**src/sv/ltk_pkg.sv**
```systemverilog
// ltk_pkg: shared types, constants and helper functions for the lock-to-key encoder.
// No dependencies.
package ltk_pkg;

  localparam int MAX_LOCK  = 2048;
  localparam int CNT_W     = $clog2(MAX_LOCK + 1);
  localparam int KEY_IDX_W = 11;
  localparam int QDEPTH    = 4;
  localparam int QPTR_W    = $clog2(QDEPTH);
  localparam int QCNT_W    = $clog2(QDEPTH + 1);
  localparam int ESC_LEN   = 10;
  localparam int POS_W     = $clog2(ESC_LEN);

  typedef logic [1:0] status_t;
  localparam status_t ST_OK    = 2'd0;
  localparam status_t ST_SHORT = 2'd1;
  localparam status_t ST_LONG  = 2'd2;

  localparam logic [7:0] CH_SLASH   = 8'h2F;
  localparam logic [7:0] CH_PERCENT = 8'h25;
  localparam logic [7:0] CH_D       = 8'h44;
  localparam logic [7:0] CH_C       = 8'h43;
  localparam logic [7:0] CH_N       = 8'h4E;
  localparam logic [7:0] CH_ZERO    = 8'h30;
  localparam logic [7:0] CH_DOLLAR  = 8'd36;

  // one request from the front: an optional key byte and an optional closing record
  typedef struct packed {
    logic                 has_key;
    logic [KEY_IDX_W-1:0] key_idx;
    logic [7:0]           key_val;
    logic                 key_esc;
    logic                 has_tail;
    logic [7:0]           tail_val;
    logic                 tail_esc;
    status_t              tail_status;
  } ltk_req_t;

  function automatic logic [7:0] swap_nibbles(input logic [7:0] v);
    return {v[3:0], v[7:4]};
  endfunction

  function automatic logic needs_escape(input logic [7:0] v);
    return (v == 8'd0) || (v == 8'd5) || (v == 8'd36) || (v == 8'd96) ||
           (v == 8'd124) || (v == 8'd126);
  endfunction

  // decimal digits of the escapable values, as {hundreds, tens, ones}
  function automatic logic [11:0] esc_digits(input logic [7:0] v);
    logic [11:0] d;
    case (v)
      8'd5:    d = {4'd0, 4'd0, 4'd5};
      8'd36:   d = {4'd0, 4'd3, 4'd6};
      8'd96:   d = {4'd0, 4'd9, 4'd6};
      8'd124:  d = {4'd1, 4'd2, 4'd4};
      8'd126:  d = {4'd1, 4'd2, 4'd6};
      default: d = 12'd0;
    endcase
    return d;
  endfunction

  // character at position pos of "/%DCNddd%/"
  function automatic logic [7:0] esc_char(input logic [7:0] v, input logic [POS_W-1:0] pos);
    logic [11:0] d;
    logic [7:0]  c;
    d = esc_digits(v);
    case (pos)
      POS_W'(0): c = CH_SLASH;
      POS_W'(1): c = CH_PERCENT;
      POS_W'(2): c = CH_D;
      POS_W'(3): c = CH_C;
      POS_W'(4): c = CH_N;
      POS_W'(5): c = CH_ZERO + {4'd0, d[11:8]};
      POS_W'(6): c = CH_ZERO + {4'd0, d[7:4]};
      POS_W'(7): c = CH_ZERO + {4'd0, d[3:0]};
      POS_W'(8): c = CH_PERCENT;
      default:   c = CH_SLASH;
    endcase
    return c;
  endfunction

endpackage

```
**src/sv/ltk_front.sv**
```systemverilog
// ltk_front: takes lock bytes, keeps the running lock state and forms key-byte requests.
// Depends on ltk_pkg.
module ltk_front import ltk_pkg::*; (
  input  logic        clk,
  input  logic        rst,
  input  logic        in_valid,
  output logic        in_ready,
  input  logic [7:0]  lock_byte,
  input  logic        lock_end,
  input  logic [15:0] local_port,
  input  logic        q_full,
  output logic        q_push,
  output ltk_req_t    q_req
);

  logic [7:0]       first_lock_byte;
  logic [7:0]       previous_lock_byte;
  logic [CNT_W-1:0] byte_count;
  logic             overflow_seen;

  logic       accept;
  logic       drop;
  logic [7:0] key_raw;
  logic [7:0] port_mix;
  logic [7:0] k0_sw;

  assign in_ready = !q_full;
  assign accept   = in_valid && in_ready;
  assign drop     = overflow_seen || (byte_count >= CNT_W'(MAX_LOCK));
  assign key_raw  = lock_byte ^ previous_lock_byte;
  assign port_mix = local_port[7:0] + local_port[15:8];
  // key_raw is the newest key byte, the one key byte 0 folds in at lock end
  assign k0_sw    = swap_nibbles(first_lock_byte ^ key_raw ^ port_mix);

  always_comb begin
    q_req = '0;
    q_req.key_idx  = KEY_IDX_W'(byte_count);
    q_req.key_val  = swap_nibbles(key_raw);
    q_req.key_esc  = needs_escape(swap_nibbles(key_raw));
    q_req.tail_status = ST_OK;
    if (drop) begin
      q_req.has_tail    = lock_end;
      q_req.tail_status = ST_LONG;
    end else begin
      q_req.has_key  = (byte_count != '0);
      q_req.has_tail = lock_end;
      if (byte_count == '0) begin
        q_req.tail_status = ST_SHORT;
      end else begin
        q_req.tail_val = k0_sw;
        // key byte 0 equal to '$' goes out raw
        q_req.tail_esc = needs_escape(k0_sw) && (k0_sw != CH_DOLLAR);
      end
    end
  end

  assign q_push = accept && (q_req.has_key || q_req.has_tail);

  always_ff @(posedge clk) begin
    if (rst) begin
      first_lock_byte    <= '0;
      previous_lock_byte <= '0;
      byte_count         <= '0;
      overflow_seen      <= 1'b0;
    end else if (accept) begin
      if (lock_end) begin
        first_lock_byte    <= '0;
        previous_lock_byte <= '0;
        byte_count         <= '0;
        overflow_seen      <= 1'b0;
      end else if (drop) begin
        overflow_seen <= 1'b1;
      end else begin
        if (byte_count == '0) begin
          first_lock_byte <= lock_byte;
        end
        previous_lock_byte <= lock_byte;
        byte_count         <= byte_count + CNT_W'(1);
      end
    end
  end

endmodule

```
**src/sv/ltk_queue.sv**
```systemverilog
// ltk_queue: short request queue between the front and the character sequencer.
// Depends on ltk_pkg.
module ltk_queue import ltk_pkg::*; (
  input  logic     clk,
  input  logic     rst,
  input  logic     push,
  input  ltk_req_t push_req,
  output logic     full,
  input  logic     pop,
  output logic     head_valid,
  output ltk_req_t head
);

  ltk_req_t          mem [QDEPTH];
  logic [QPTR_W-1:0] wr_ptr;
  logic [QPTR_W-1:0] rd_ptr;
  logic [QCNT_W-1:0] count;
  logic              do_pop;

  assign full       = (count == QCNT_W'(QDEPTH));
  assign head_valid = (count != '0);
  assign head       = mem[rd_ptr];
  assign do_pop     = pop && head_valid;

  always_ff @(posedge clk) begin
    if (push) begin
      mem[wr_ptr] <= push_req;
    end
  end

  always_ff @(posedge clk) begin
    if (rst) begin
      wr_ptr <= '0;
      rd_ptr <= '0;
      count  <= '0;
    end else begin
      if (push) begin
        wr_ptr <= (wr_ptr == QPTR_W'(QDEPTH - 1)) ? '0 : wr_ptr + QPTR_W'(1);
      end
      if (do_pop) begin
        rd_ptr <= (rd_ptr == QPTR_W'(QDEPTH - 1)) ? '0 : rd_ptr + QPTR_W'(1);
      end
      if (push && !do_pop) begin
        count <= count + QCNT_W'(1);
      end else if (do_pop && !push) begin
        count <= count - QCNT_W'(1);
      end
    end
  end

endmodule

```
**src/sv/ltk_back.sv**
```systemverilog
// ltk_back: expands queued requests into registered key characters, one per unstalled cycle.
// Depends on ltk_pkg.
module ltk_back import ltk_pkg::*; (
  input  logic                 clk,
  input  logic                 rst,
  input  logic                 head_valid,
  input  ltk_req_t             head,
  output logic                 pop,
  output logic                 out_valid,
  input  logic                 out_ready,
  output logic [KEY_IDX_W-1:0] key_index,
  output logic [7:0]           out_char,
  output logic                 out_last,
  output status_t              status
);

  logic             seg_tail;
  logic [POS_W-1:0] pos;

  logic                 in_key;
  logic [7:0]           cur_val;
  logic                 cur_esc;
  logic [KEY_IDX_W-1:0] cur_idx;
  logic [7:0]           cur_char;
  logic                 seg_end;
  logic                 fire;

  assign in_key   = head.has_key && !seg_tail;
  assign cur_val  = in_key ? head.key_val : head.tail_val;
  assign cur_esc  = in_key ? head.key_esc : head.tail_esc;
  assign cur_idx  = in_key ? head.key_idx : '0;
  assign cur_char = cur_esc ? esc_char(cur_val, pos) : cur_val;
  assign seg_end  = !cur_esc || (pos == POS_W'(ESC_LEN - 1));
  assign fire     = head_valid && (!out_valid || out_ready);
  assign pop      = fire && seg_end && !(in_key && head.has_tail);

  always_ff @(posedge clk) begin
    if (rst) begin
      seg_tail <= 1'b0;
      pos      <= '0;
    end else if (fire) begin
      if (seg_end) begin
        pos      <= '0;
        seg_tail <= in_key && head.has_tail;
      end else begin
        pos <= pos + POS_W'(1);
      end
    end
  end

  always_ff @(posedge clk) begin
    if (rst) begin
      out_valid <= 1'b0;
    end else if (fire) begin
      out_valid <= 1'b1;
    end else if (out_ready) begin
      out_valid <= 1'b0;
    end
  end

  always_ff @(posedge clk) begin
    if (fire) begin
      key_index <= cur_idx;
      out_char  <= cur_char;
      out_last  <= !in_key && seg_end;
      status    <= in_key ? ST_OK : head.tail_status;
    end
  end

endmodule

```
**src/sv/lock_to_key_encoder_top.sv**
```systemverilog
// lock_to_key_encoder_top: lock-to-key encoder, front classifier, request queue, char sequencer.
// Depends on ltk_pkg, ltk_front, ltk_queue, ltk_back.
//
// Usage:
//   Input channel (in_valid/in_ready) carries one lock byte per request; lock_end marks
//   the last byte, and local_port is sampled with it. Output channel (out_valid/out_ready)
//   carries one key character per request with its key_index, out_char, out_last and status.
//   Key byte i (i >= 1) streams out when lock byte i arrives; key byte 0 follows the
//   final byte and closes the key with out_last. Escaped bytes take ten characters.
//   A too-short or too-long lock ends with a single character 0 with status 1 or 2.
// Path: an accepted request is written into the queue and then, from the queue head, into
//   the output register, which holds while out_ready is low.
// Throughput: the front takes one byte per cycle while the 4-entry queue has room; the
//   sequencer emits one character per cycle while out_ready is high, one per raw byte,
//   ten per escaped byte, up to twenty for the final byte; the output sets the sustained rate.
// Reset: rst clears the lock state, the queue and the output valid; the block takes input
//   as soon as reset drops.
// Stall: when out_ready is low the output register holds; the queue absorbs up to four
//   requests before in_ready falls.
module lock_to_key_encoder_top import ltk_pkg::*; (
  input  logic                 clk,
  input  logic                 rst,
  input  logic                 in_valid,
  output logic                 in_ready,
  input  logic [7:0]           lock_byte,
  input  logic                 lock_end,
  input  logic [15:0]          local_port,
  output logic                 out_valid,
  input  logic                 out_ready,
  output logic [KEY_IDX_W-1:0] key_index,
  output logic [7:0]           out_char,
  output logic                 out_last,
  output logic [1:0]           status
);

  logic     q_full;
  logic     q_push;
  ltk_req_t q_req;
  logic     q_pop;
  logic     q_head_valid;
  ltk_req_t q_head;

  ltk_front u_front (
    .clk        (clk),
    .rst        (rst),
    .in_valid   (in_valid),
    .in_ready   (in_ready),
    .lock_byte  (lock_byte),
    .lock_end   (lock_end),
    .local_port (local_port),
    .q_full     (q_full),
    .q_push     (q_push),
    .q_req      (q_req)
  );

  ltk_queue u_queue (
    .clk        (clk),
    .rst        (rst),
    .push       (q_push),
    .push_req   (q_req),
    .full       (q_full),
    .pop        (q_pop),
    .head_valid (q_head_valid),
    .head       (q_head)
  );

  ltk_back u_back (
    .clk        (clk),
    .rst        (rst),
    .head_valid (q_head_valid),
    .head       (q_head),
    .pop        (q_pop),
    .out_valid  (out_valid),
    .out_ready  (out_ready),
    .key_index  (key_index),
    .out_char   (out_char),
    .out_last   (out_last),
    .status     (status)
  );

endmodule

```
**config.mk**
```make
export PLATFORM = sky130hd
export DESIGN_NAME = lock_to_key_encoder_top
export DESIGN_NICKNAME = d
export VERILOG_FILES = /design/src/sv/ltk_pkg.sv /design/src/sv/ltk_front.sv /design/src/sv/ltk_queue.sv /design/src/sv/ltk_back.sv /design/src/sv/lock_to_key_encoder_top.sv
export SDC_FILE = /design/constraint.sdc
export NUM_CORES = 1
export LEC_CHECK = 0
export ABC_AREA = 1
export BUFFER_PORTS_ARGS = -buffer_cell sky130_fd_sc_hd__buf_2
export CELL_PAD_IN_SITES_DETAIL_PLACEMENT = 0
export CELL_PAD_IN_SITES_GLOBAL_PLACEMENT = 1
export CORE_UTILIZATION = 40
export CTS_BUF_LIST = sky130_fd_sc_hd__clkbuf_4
export DETAILED_ROUTE_END_ITERATION = 12
export GPL_TIMING_DRIVEN = 0
export HOLD_SLACK_MARGIN = 0.15
export PLACE_DENSITY = 0.68
export SYNTH_ARGS = -nofsm -noshare
export SYNTH_HDL_FRONTEND = slang
export SYNTH_SLANG_ARGS = --single-unit
export TNS_END_PERCENT = 100
```
**constraint.sdc**
```tcl
create_clock -name clk -period 10.9 [get_ports clk]
set_input_delay 0 -clock clk [delete_from_list [all_inputs] [get_ports clk]]
set_output_delay 0 -clock clk [all_outputs]
set_load 0.01 [all_outputs]
```
; ---- Yosys cells after proc, flatten, opt, wreduce, memory -nomap -nowiden
; Memory sizes are Yosys's and may differ from the RTL's. A register that Yosys moved wholly into a read port is not among the register bits.
; Index checks and enable logic that the tools add are counted.
[totals]
reg_bits = 64
ram_bits = 132
in_bits = 29
output_inout_bits = 24
word_cells = 136
memories = 1
[op_classes]
n_addsub = 10
order_cmp = 1
n_eq_ne = 29
mux = 30
bitwise = 3
reduce_logical = 48
[memory_table]
columns = memory, words, width, read_ports, rd_ports_with_merged_regs, wr, line
row1 = u_queue.mem, 4, 33, 1, 1, 1, ltk_queue.sv:14  ; ltk_req_t mem [QDEPTH];
[op_table]
columns = cell, n
row1 = "8-bit by 7-bit equality test with 1-bit output, second input constant", 9
row2 = 8-bit two-way mux, 7
row3 = 8-bit case mux with 7 select lines, 1
row4 = 9-bit case mux with 5 select lines, 1
row5 = "8-bit by 3-bit equality test with 1-bit output, second input constant", 3
row6 = "8-bit by 6-bit equality test with 1-bit output, second input constant", 3
row7 = 12-bit two-way mux, 2
row8 = 8-bit bitwise XOR, 3
row9 = 9-bit two-way mux, 2
row10 = "4-bit by 3-bit equality test with 1-bit output, second input constant", 4
row11 = 8-bit zero test, 2
row12 = "6-bit by 4-bit adder with 7-bit output, first input constant", 2
row13 = 1-bit logical OR, 14
row14 = "12-bit by 1-bit adder with 12-bit output, second input constant", 1
row15 = "12-bit greater-or-equal comparator, second input constant", 1
row16 = 1-bit logical AND, 12
row17 = 12-bit zero test, 1
row18 = 12-bit nonzero test, 1
row19 = 2-bit two-way mux, 5
row20 = 1-bit two-way mux, 9
row21 = 8-bit adder, 1
row22 = "4-bit by 2-bit equality test with 1-bit output, second input constant", 2
row23 = "4-bit equality test, second input constant", 2
row24 = 1-bit zero test, 8
row25 = other kinds (17), 25

; ---- Depth between registers and ports, before layout
; Gate-level depths: netlist (run 1).
[depth]
depth_word = 12
depth_mapped = 19
ltp_nobuf = 17

; ---- Modules after synthesis
; Synthesis (run 1) repeated with hierarchy kept, for this count alone.
[unflattened]
hier_cells = 1040
hier_area_um2 = 9751.9
[modules_own_cells]
columns = module, instances, cells_per_inst, area_per_inst_um2, seq_area_each_um2
row1 = ltk_queue, 1, 383, 5397.7, 4144.0
row2 = ltk_front, 1, 428, 2542.4, 580.6
row3 = ltk_back, 1, 229, 1811.7, 780.7

; ---- Least setup slack after synthesis (run 1)
; No wires, ideal clock.
[synth_path]
path_type = flip-flop to flip-flop
start = register u_queue.count[1]
end = register u_queue.count[1]
setup_time_ps = 120
arrival_ps = 3358
required_ps = 10780
slack_ps = 7421
path_stages_with_launch = 11
n_path_buf = 0
synth_period_minus_slack_ps = 3479
path_cell_list = dfxtp_1 inv_1 a31oi_1 o21ai_1 nor2_2 inv_1 ha_1 inv_1 fa_1 o21ai_0 a21oi_1
[synth_between]
elab_chain_len = 8
word_cells_on_any_way = 18
classes_between = add/sub: 2 / eq/ne: 1 / mux: 2 / reduce/logical: 13
[synth_rtl]
columns = element, line
row1 = "start, declared", ltk_queue.sv:17  ; logic [QCNT_W-1:0] count;
row2 = "start signal, assigned", ltk_queue.sv:44  ; count <= count + QCNT_W'(1);
row3 = "start signal, assigned", ltk_queue.sv:46  ; count <= count - QCNT_W'(1);
row4 = 3-bit nonzero test (*), ltk_queue.sv:21  ; assign head_valid = (count != '0);
row5 = 1-bit logical AND (*), ltk_back.sv:34  ; assign fire = head_valid && (!out_valid || out_ready);
row6 = net u_back.fire, ltk_back.sv:26  ; logic fire;
row7 = 1-bit logical AND (*) (2 in series), ltk_back.sv:35  ; assign pop = fire && seg_end && !(in_key && head.has_tail);
row8 = 1-bit logical AND (*), ltk_queue.sv:23  ; assign do_pop = pop && head_valid;
row9 = 1-bit zero test, ltk_queue.sv:43  ; if (push && !do_pop) begin
row10 = 1-bit logical AND, ltk_queue.sv:43
row11 = 3-bit two-way mux or 2-bit nonzero test (tied branches), --
; Mark *: on every way through the listed nets, which the timed path passes. The rest lies on a longest branch. The select of a mux whose other input is x is not followed.
; A chain may end at the register's enable or synchronous reset.

; ---- Worst setup path after layout (run 1)
[layout_path]
start = register u_front.byte_count[1]
end = register u_queue.count[1]
[layout_between]
elab_chain_len = 8
word_cells_on_any_way = 11
classes_between = order compare: 1 / mux: 2 / reduce/logical: 8
[layout_rtl]
columns = element, line
row1 = "start, declared", ltk_front.sv:18  ; logic [CNT_W-1:0] byte_count;
row2 = "start signal, assigned", ltk_front.sv:78  ; byte_count <= byte_count + CNT_W'(1);
row3 = 12-bit greater-or-equal comparator, ltk_front.sv:29  ; assign drop = overflow_seen || (byte_count >= CNT_W'(MAX_LOCK));
row4 = 1-bit logical OR, ltk_front.sv:29
row5 = 1-bit two-way mux (*), ltk_front.sv:41  ; if (drop) begin
row6 = 1-bit logical OR (*), ltk_front.sv:57  ; assign q_push = accept && (q_req.has_key || q_req.has_tail);
row7 = 1-bit logical AND (*), ltk_front.sv:57
row8 = net q_push, lock_to_key_encoder_top.sv:37  ; logic q_push;
row9 = 1-bit zero test, ltk_queue.sv:45  ; end else if (do_pop && !push) begin
row10 = 1-bit logical AND, ltk_queue.sv:45
row11 = 2-bit nonzero test (no line), --
; Mark *: on every way through the listed nets, which the timed path passes. The rest lies on a longest branch.

==> flow_metrics.tcl, run 1 <==
set metrics [dict create \
    outcome "finished, final reports clean" \
    netSwitchingFraction_pct 37.9 \
    fp.dieH_um 153 \
    cts_resized 0 \
    syn_inst 942 \
    maxSlewHeadroom_pct 27.4 \
    start_util_pct 41.3 \
    wl_per_cell_um 15.6 \
    min_path_type "in2reg" \
    crit_path_end "u_queue.count[1]$_SDFFE_PP0P_" \
    synth_area_per_cell_um2 9.72 \
    crit_fanout 9 \
    ys.flop_type "edfxtp_1" \
    ys_ff_latch 198 \
    firstDrtPassIters 5 \
    report.power.total_mw 2.17 \
    path_clk_slew_ns 0.17 \
    worstPathCellList "inv_1 > ha_1 > nand3_1 > nor3_1 > inv_1 > o21ai_1 > inv_1 > ha_1 > inv_1 > fa_1 > o21ai_0 > a21oi_1" \
    cts_hold_buffers 16 \
    syn_area_um2 9160 \
    drc_errors 0 \
    synthArstFlopShare_pct 0 \
    cts_setup_buffers 0 \
    synthesis.nets 992 \
    cts_root_buf "clkbuf_4" \
    r2r_slack_ns 7.62 \
    report.final.slew_viol_count 0 \
    via_count 6471 \
    place_congestion 0.797 \
    ys_warn_count 0 \
    endpoint_kind "flip-flop" \
    net-switching-power_uw 825 \
    grt_pass1_vias 6263 \
    num_rows 54 \
    finalCritPeriodShare_pct 30.1 \
    crit_required_ns 11.40 \
    htreeDepth 4 \
    cts_buffers 17 \
    grt_overflow 0 \
    seqCellArea_um2 5510 \
    rr_worst_depth 12 \
    fillers 2152 \
    p_seq_share_pct 45.8 \
    worstSetupStartpoint "u_front.byte_count[1]$_SDFFE_PP0P_" \
    grt_max_degree 28 \
    maxCapViolCount 0 \
    leakage_nw 4.12 \
    yosysTopAreaCell "edfxtp_1" \
    placed_area_um2 9910 \
    yosysTopAreaCellShare_pct 50.5 \
    clock_power_share_pct 18.0 \
    setup_tns_ns 0 \
    grt_usage_pct 18.6 \
    dp_hpwl_mm 14.6 \
    multi_input_area_um2 3130 \
    rsz0062_at_grt "no" \
    crit_type "reg2reg" \
    drive_above_1_share_pct 12.9 \
    portBuffers 51 \
    critPathLaunchType "flip-flop" \
    path_common_cell "inv_1" \
    final_antenna_net_count 0 \
    slowest_delay_ns 0.85 \
    final_net_count 1083 \
    peakVddDrop_mv 0.152 \
    clockBufferDepth 2 \
    clkLatencyLatePin_ns 0.59 \
    synthTopCellsByCount "188 x nand2_1, 154 x edfxtp_1, 124 x nor2_1" \
    ys_top_cells_by_area "edfxtp_1 50%, dfxtp_1 9.6%, nand2_1 7.7%, nor2_1 5.1%, inv_1 3.9%" \
    worstMarginPinSlew_ns 1.08 \
    syn2layout_area_growth_pct 13.1 \
    setup_viol 0 \
    dieArea_um2 23500 \
    r2r-start "u_front.byte_count[1]$_SDFFE_PP0P_" \
    synth_cell_types 44 \
    min_period_ns 3.28 \
    stdcell_area_um2 10400 \
    synth_edf_count 154 \
    hold_viol 0 \
    yosysSeqAreaShare_pct 60.1 \
    routed_wl_mm 20.6 \
    intPower_mw 1.35 \
    core_um2 22200 \
    clock_skew_ns 0.0301 \
    synth.most_common_cell "nand2_1" \
    slowest_stage "o21ai_1" \
    vias_per_cell 4.88 \
    reg2reg_to "u_queue.count[1]$_SDFFE_PP0P_" \
    cts_tree "built" \
    drt_iter0_markers 447 \
    crit_arrival_ns 3.78 \
    io_pins 53 \
    clkSinkCount 198 \
    antenna_found_initial 1 \
    comb_power_share_pct 36.1 \
    grt_pass1_wl_mm 33.3 \
    p_per_area_nw_per_um2 210 \
    die_w_um 153 \
    max_freq_mhz 304 \
]
-- power groups by stage --
stage / logic (mW) / clock network [mW] / registers [mW]
finish: 0.785 / 0.392 / 0.997
floorplan: 0.505 / 0 / 1.04
CTS: 0.800 / 0.403 / 0.998
global placement: 0.763 / 0 / 1.02
global route: 0.896 / 0.433 / 1.01
detailed placement: 0.792 / 0 / 1.02
-- flip-flops by register name, summed over array words and instances (netlist names), named ones only --
name / cells
u_queue.wr_ptr: 2
u_back.out_valid: 1
u_front.byte_count: 12
u_back.out_last: 1
u_back.key_index: 11
u_front.previous_lock_byte: 8
u_front.first_lock_byte: 8
u_queue.count: 3
u_queue.rd_ptr: 2
u_back.status: 2
u_queue.mem: 132
u_back.out_char: 8
u_back.pos: 4
u_front.overflow_seen: 1
u_back.seg_tail: 1
-- metrics by stage --
step | hold WS, ns | util (%) | setup WS [ns] | cells
6_report | 0.245 | 46.7 | 7.62 | 1327
2_1_floorplan | 0.0989 | - | 7.42 | 942
4_1_cts | 0.209 | 46.7 | 7.56 | 1326
3_3_place_gp | 0.313 | 44.1 | 5.87 | 1273
3_5_place_dp | 0.320 | 44.7 | 7.61 | 1278
5_1_grt | 0.241 | 46.7 | 7.33 | 1327
-- area by class of cell --
type | count | share of cell area, %
flip-flops and latches | 198 | 53.1
multi-input cells | 611 | 30.2
repair buffers | 72 | 4.98
inverters | 101 | 3.68
well taps | 280 | 3.38
plain buffers | 32 | 1.80
clock inverters | 15 | 1.55
clock buffers | 17 | 1.23
diodes | 1 | 0.0242
-- layout by cell type (no fill, tap or decap), types with 2 or more instances in the layout --
| cell type | instances |
|---|---|
| nor2_4 | 4 |
| buf_2 | 59 |
| a21oi_1 | 51 |
| fa_1 | 2 |
| clkbuf_1 | 15 |
| inv_1 | 96 |
| dlygate4sd3_1 | 16 |
| clkbuf_4 | 17 |
| edfxtp_1 | 154 |
| xnor2_1 | 17 |
| or2_0 | 2 |
| nand2_1 | 188 |
| buf_4 | 2 |
| nand2_4 | 3 |
| nor2_2 | 6 |
| clkinvlp_4 | 2 |
| inv_2 | 3 |
| buf_6 | 5 |
| nand4_1 | 8 |
| nor2_1 | 120 |
| o211ai_1 | 2 |
| o21ai_0 | 57 |
| buf_12 | 5 |
| inv_8 | 3 |
| a211oi_1 | 3 |
| ha_1 | 19 |
| inv_6 | 6 |
| nand3_1 | 60 |
| nor3_1 | 11 |
| o22ai_1 | 2 |
| xor2_1 | 17 |
| nand2_2 | 12 |
| nor4_1 | 3 |
| dfxtp_1 | 44 |
| o21ai_1 | 11 |
| clkinv_1 | 2 |
-- cells by family (layout without fill, tap and decap cells) --
logic type      after synthesis  after routing  share of synthesized area, %
compound gates              136            136                          7.91
simple gates                420            420                          19.5
xor+xnor                     34             34                          3.25
buf+inv                     133            237                          6.20
flops                       198            198                          60.1
fa+ha+maj                    21             21                          3.03
other cells                   0              1                             0
-- metal layers --
| metal | wire [um] | part of all wire, % | vias to the layer above | global-route usage (%) |
|---|---|---|---|---|
| met4 | 154 | 0.75 | 0 | 4.67 |
| met1 | 10200 | 50 | 3002 | 25.6 |
| met2 | 9510 | 46 | 126 | 30.2 |
| met5 | 0 | 0 | - | 0 |
| li1 | - | - | 3329 | - |
| met3 | 754 | 3.7 | 14 | 3.63 |
-- worst min path at each step --
stage              startpoint                                    endpoint  depth (start not counted)
2_1_floorplan        lock_end                u_queue.mem[0][11]$_DFFE_PP_                          0
3_3_place_gp     lock_byte[1]  u_front.previous_lock_byte[1]$_SDFFE_PP0P_                          3
4_1_cts        local_port[11]                u_queue.mem[3][10]$_DFFE_PP_                          5
3_5_place_dp     lock_byte[7]  u_front.previous_lock_byte[7]$_SDFFE_PP0P_                          3
6_report        local_port[7]                 u_queue.mem[3][6]$_DFFE_PP_                          5
5_1_grt          lock_byte[7]     u_front.first_lock_byte[7]$_SDFFE_PP0P_                          4
-- worst max-delay path, delay by kind of cell (launching register included) --
family / cells / cell delay (ns)
AO/OA/AOI/OAI: 3 / 1.08
adder cells (fa/ha/maj): 3 / 0.81
buffers and inverters: 4 / 0.46
flip-flops: 1 / 0.44
AND/OR/NAND/NOR: 2 / 0.38
Power figures use the tool's default switching activity.
==> run 2, diff against run 1 <==
--- a/config.mk
+++ b/config.mk
@@ -14,7 +14,7 @@
 export DETAILED_ROUTE_END_ITERATION = 12
 export GPL_TIMING_DRIVEN = 0
 export HOLD_SLACK_MARGIN = 0.15
-export PLACE_DENSITY = 0.68
+export PLACE_DENSITY = 0.71
 export SYNTH_ARGS = -nofsm -noshare
 export SYNTH_HDL_FRONTEND = slang
 export SYNTH_SLANG_ARGS = --single-unit
==> constraint.sdc (replaced) <==
create_clock -name clk -period 3.02 [get_ports clk]
set_input_delay 0 -clock clk [delete_from_list [all_inputs] [get_ports clk]]
set_output_delay 0 -clock clk [all_outputs]
set_load 0.01 [all_outputs]
==> flow_metrics.tcl, run 2 (same netlist as run 1, synthesis figures left out) <==
set metrics [dict create \
    drt_iter0_markers 335 \
    htreeDepth 4 \
    report.power.total_mw 7.95 \
    maxSlewHeadroom_pct 41.2 \
    min_path_type "in2reg" \
    final_common_cell "nand2_1" \
    cts_buffers 17 \
    pre_cts_slack_ns -0.287 \
    worstPathCellList "buf_6 > inv_4 > buf_8 > buf_4 > o21ai_0 > nand4_1 > nand2_4 > o21ai_4 > nor2_4 > inv_1 > ha_1 > inv_1 > fa_1 > o21ai_0 > a21oi_1" \
    cts_tree "built" \
    whs_ns 0.248 \
    largestRegisters "u_queue.mem (132), u_front.byte_count (12), u_back.key_index (11)" \
    cts_root_buf "clkbuf_4" \
    clkLatencyLatePin_ns 0.59 \
    worstMarginPinSlew_ns 0.879 \
    vias_per_cell 4.86 \
    fp.dieH_um 153 \
    start_util_pct 41.3 \
    drive_above_1_share_pct 13.8 \
    path_clk_slew_ns 0.17 \
    grt_pass1_wl_mm 32.8 \
    min_period_ns 2.74 \
    die_w_um 153 \
    endpoint_kind "flip-flop" \
    grt_usage_pct 18.3 \
    peakVddDrop_mv 0.341 \
    setup_ws_ns 0.277 \
    grt_overflow 0 \
    maxCapViolCount 0 \
    routed_wl_mm 20.4 \
    dp_hpwl_mm 14.0 \
    reg2reg_to "u_queue.count[1]$_SDFFE_PP0P_" \
    critPathLaunchType "flip-flop" \
    leakage_nw 4.17 \
    wl_per_cell_um 15.3 \
    largest_register_ffs 132 \
    slowest_delay_ns 0.41 \
    placed_area_um2 9920 \
    clockBufferDepth 2 \
    r2r_slack_ns 0.28 \
    drc_errors 0 \
    max_freq_mhz 365 \
    dieArea_um2 23500 \
    place_congestion 0.809 \
    finalCritPeriodShare_pct 90.8 \
    syn2layout_area_growth_pct 14.3 \
    largest_register "u_queue.mem" \
    io_pins 53 \
    num_rows 54 \
    crit_fanout 10 \
    crit_path_end "u_queue.count[1]$_SDFFE_PP0P_" \
    report.final.slew_viol_count 0 \
    setup_viol 0 \
    p_per_area_nw_per_um2 759 \
    clkSinkCount 198 \
    final_net_count 1088 \
    via_count 6480 \
    crit_type "reg2reg" \
    stdcell_area_um2 10500 \
    core_um2 22200 \
    hold_viol 0 \
    grt_pass1_vias 6109 \
    clock_skew_ns 0.0250 \
    grt_max_degree 28 \
    crit_required_ns 3.51 \
    portBuffers 51 \
    rr_worst_depth 15 \
    firstDrtPassIters 5 \
    setup_tns_ns 0 \
    final_antenna_net_count 0 \
    slowest_stage "fa_1" \
    holdPathStages 5 \
    outcome "finished, final reports clean" \
    antenna_found_initial 1 \
    crit_arrival_ns 3.23 \
    final_cell_mix "188 x nand2_1, 154 x edfxtp_1, 120 x nor2_1" \
]
==> run 2: critical path, delay by kind of cell, from the launching register on <==
family,cells,cell delay (ns)
and+or+nand+nor,3,0.53
DFF,1,0.35
adders and majority gates,2,0.60
buffers and inverters,6,0.69
AOI/OAI and AO/OA,4,0.48
==> run 2: area by class of cell <==
| class | count | area [um^2] |
|---|---|---|
| diodes | 1 | 2.50 |
| plain buffers | 30 | 184 |
| clock buffers | 18 | 135 |
| clock inverters | 14 | 146 |
| fillers | 2122 | 11700 |
| inverters | 101 | 384 |
| multi-input cells | 611 | 3180 |
| flip-flops and latches | 198 | 5510 |
| well taps | 280 | 350 |
| repair buffers | 79 | 586 |
==> run 2: worst min-delay path by stage <==
stage,end,slack [ns],startpoint
final,u_queue.mem[0][10]$_DFFE_PP_,0.25,local_port[11]
after CTS,u_queue.mem[0][10]$_DFFE_PP_,0.21,local_port[11]
after detailed placement,u_front.previous_lock_byte[7]$_SDFFE_PP0P_,0.31,lock_byte[7]
after global routing,u_queue.mem[0][10]$_DFFE_PP_,0.24,local_port[11]
after global placement,u_front.previous_lock_byte[7]$_SDFFE_PP0P_,0.31,lock_byte[7]
after floorplan,u_queue.mem[0][11]$_DFFE_PP_,0.1,lock_end
==> run 2: repair_timing <==
item,4_1_cts,5_1_grt
hold buffers,17,0
buffers inserted,0,6
endpoints found under the hold margin,86,0
pin swaps,0,4
endpoints found under the setup margin,18,2
resized for setup,1,14
==> run 2: through the flow <==
stage | cells | util [%]
after floorplan | 942 | -
after global placement | 1273 | 44.1
after detailed placement | 1278 | 44.8
after CTS | 1326 | 46.8
after global routing | 1332 | 47.2
final | 1332 | 47.2
==> run 2: report_power, final <==
group,switching (mW),leakage (nW),internal (mW)
Clock,0.958,0.150,0.445
Combinational,1.94,2.22,1.00
Sequential,0.116,1.80,3.48
==> run 2: routing by layer <==
metal	up-vias	part of all wire, %	track usage (%)
li1	3344	-	-
met1	3016	50	25.8
met2	110	46	29.2
met3	10	3.1	3.26
met4	0	0.67	4.28
met5	-	0	0
==> run 3, diff against run 2 <==
--- a/config.mk
+++ b/config.mk
@@ -13,8 +13,7 @@
 export CTS_BUF_LIST = sky130_fd_sc_hd__clkbuf_4
 export DETAILED_ROUTE_END_ITERATION = 12
 export GPL_TIMING_DRIVEN = 0
-export HOLD_SLACK_MARGIN = 0.15
-export PLACE_DENSITY = 0.71
+export PLACE_DENSITY = 0.68
 export SYNTH_ARGS = -nofsm -noshare
 export SYNTH_HDL_FRONTEND = slang
 export SYNTH_SLANG_ARGS = --single-unit
==> constraint.sdc (replaced) <==
create_clock -name clk -period 3.4 [get_ports clk]
set_input_delay 0.34 -clock clk [delete_from_list [all_inputs] [get_ports clk]]
set_output_delay 0.34 -clock clk [all_outputs]
set_load 0.01 [all_outputs]
==> flow_metrics.tcl, run 3 (same netlist as run 1, synthesis figures left out) <==
set metrics [dict create \
    outcome "finished, final reports clean" \
    htreeDepth 4 \
    worstPathCellList "inv_1 > ha_1 > nand3_1 > nor3_1 > inv_1 > o21ai_2 > inv_1 > ha_1 > inv_1 > fa_1 > o21ai_0 > a21oi_1" \
    path_clk_slew_ns 0.18 \
    slowest_delay_ns 0.57 \
    cts_tree "built" \
    fillers 2139 \
    r2r-start "u_front.byte_count[1]$_SDFFE_PP0P_" \
    path_common_cell "inv_1" \
    clock_skew_ns 0.0187 \
    grt_overflow 0 \
    final_net_count 1069 \
    num_rows 54 \
    maxSlewHeadroom_pct 42.0 \
    largest_register "u_queue.mem" \
    setup_ws_ns 0.347 \
    io_pins 53 \
    grt_max_degree 28 \
    dieArea_um2 23500 \
    core_um2 22200 \
    clkSinkCount 198 \
    drc_errors 0 \
    met3_usage_pct 3.63 \
    grt_pass1_vias 6021 \
    endpoint_kind "flip-flop" \
    crit_arrival_ns 3.54 \
    hp-start "lock_byte[7]" \
    leakage_nw 4.08 \
    crit_required_ns 3.89 \
    rr_worst_depth 12 \
    clkLatencyLatePin_ns 0.59 \
    grt_use_met2_pct 29.4 \
    syn2layout_area_growth_pct 11.8 \
    cts_setup_buffers 0 \
    clockBufferDepth 2 \
    start_util_pct 41.3 \
    holdPathStages 3 \
    routed_wl_mm 20.8 \
    firstDrtPassIters 4 \
    final_cell_mix "188 x nand2_1, 154 x edfxtp_1, 120 x nor2_1" \
    largestRegisters "u_queue.mem (132), u_front.byte_count (12), u_back.key_index (11)" \
    crit_fanout 9 \
    r2r_slack_ns 0.35 \
    crit_type "reg2reg" \
    rsz0062_at_grt "no" \
    cts_root_buf "clkbuf_4" \
    maxCapViolCount 0 \
    slowest_stage "o21ai_2" \
    grt_busiest_layer "met2" \
    final_common_cell "nand2_1" \
    vias_per_cell 4.90 \
    via_count 6434 \
    p_per_area_nw_per_um2 681 \
    report.final.slew_viol_count 0 \
    final_antenna_net_count 0 \
    hold_end "u_front.previous_lock_byte[7]$_SDFFE_PP0P_" \
    placed_area_um2 9930 \
    drive_above_1_share_pct 13.2 \
    die_w_um 153 \
    reg2reg_to "u_queue.count[1]$_SDFFE_PP0P_" \
    max_freq_mhz 328 \
    worstMarginPinSlew_ns 0.867 \
    antenna_found_initial 1 \
    critPathLaunchType "flip-flop" \
    setup_viol 0 \
    finalCritPeriodShare_pct 89.8 \
    grt_pass1_wl_mm 32.8 \
    hold_viol 0 \
    drt_iter0_markers 315 \
    portBuffers 51 \
    use_met1_pct 25.9 \
    dp_hpwl_mm 14.4 \
    min_path_type "in2reg" \
    fp.dieH_um 153 \
    peakVddDrop_mv 0.385 \
    cts_buffers 17 \
    stdcell_area_um2 10200 \
    wl_per_cell_um 15.8 \
    place_congestion 0.807 \
    largest_register_ffs 132 \
    min_period_ns 3.05 \
    pre_cts_slack_ns 0.0949 \
    grt_usage_pct 18.4 \
]
run 3: critical path, delay by kind of cell, from the launching register on:
family | cells | cell delay, ns
and+or+nand+nor | 2 | 0.44
AOI/OAI and AO/OA | 3 | 0.81
buffers and inverters | 4 | 0.49
adders and majority gates | 3 | 0.79
DFF | 1 | 0.44
run 3: repair_timing:
| item | 4_1_cts | 5_1_grt |
|---|---|---|
| endpoints found under the hold margin | 0 | 2 |
| hold buffers | 0 | 2 |
| resized for setup | 0 | 1 |
| setup endpoints to repair | 0 | 2 |
run 3: per-layer routing:
metal  wire length (um)  vias to the layer above
li1                   -                     3298
met1              10400                     3005
met2               9490                      122
met3                778                        9
met4                134                        0
met5                  0                        -
run 3: layout make-up:
class,instances,area (um^2),area share (%)
sequential,198,5510,53.8
multi-input combinational,611,3130,30.6
timing repair buffer,58,398,3.88
inverter,101,382,3.73
tap,280,350,3.42
buffer,32,186,1.82
clock inverter,15,156,1.53
clock buffer,17,128,1.25
antenna,1,2.50,0.0244
run 3: how the worst max path moves through the flow:
stage                                             from  slack, ns                       endpoint
detailed placement  u_front.byte_count[0]$_SDFFE_PP0P_       0.09  u_queue.count[1]$_SDFFE_PP0P_
global placement                              lock_end      -1.32    u_queue.mem[3][3]$_DFFE_PP_
global route        u_front.byte_count[1]$_SDFFE_PP0P_      0.009  u_queue.count[2]$_SDFFE_PP0P_
floorplan                u_queue.count[0]$_SDFFE_PP0P_       0.30    u_queue.mem[0][0]$_DFFE_PP_
finish              u_front.byte_count[1]$_SDFFE_PP0P_       0.35  u_queue.count[1]$_SDFFE_PP0P_
CTS                 u_front.byte_count[1]$_SDFFE_PP0P_       0.03  u_queue.count[1]$_SDFFE_PP0P_
run 3: power by group:
group | total (mW) | leakage (nW) | internal, mW | switching [mW]
clock network | 1.25 | 0.151 | 0.336 | 0.913
logic | 2.52 | 2.12 | 0.834 | 1.69
registers | 3.20 | 1.80 | 3.09 | 0.107
total | 6.97 | 4.08 | 4.26 | 2.71
run 3: metrics by stage:
step                hold slack (ns)  total power, mW  setup TNS [ns]  utilization (%)  instances
global route                0.00130             7.47               0             46.2       1313
global placement              0.461             5.72         -167.70             44.1       1273
finish                       0.0415             6.97               0             46.2       1313
detailed placement            0.468             5.81               0             44.8       1278
floorplan                     0.439             4.96               0                -        942
CTS                         0.00360             7.04               0             46.1       1310
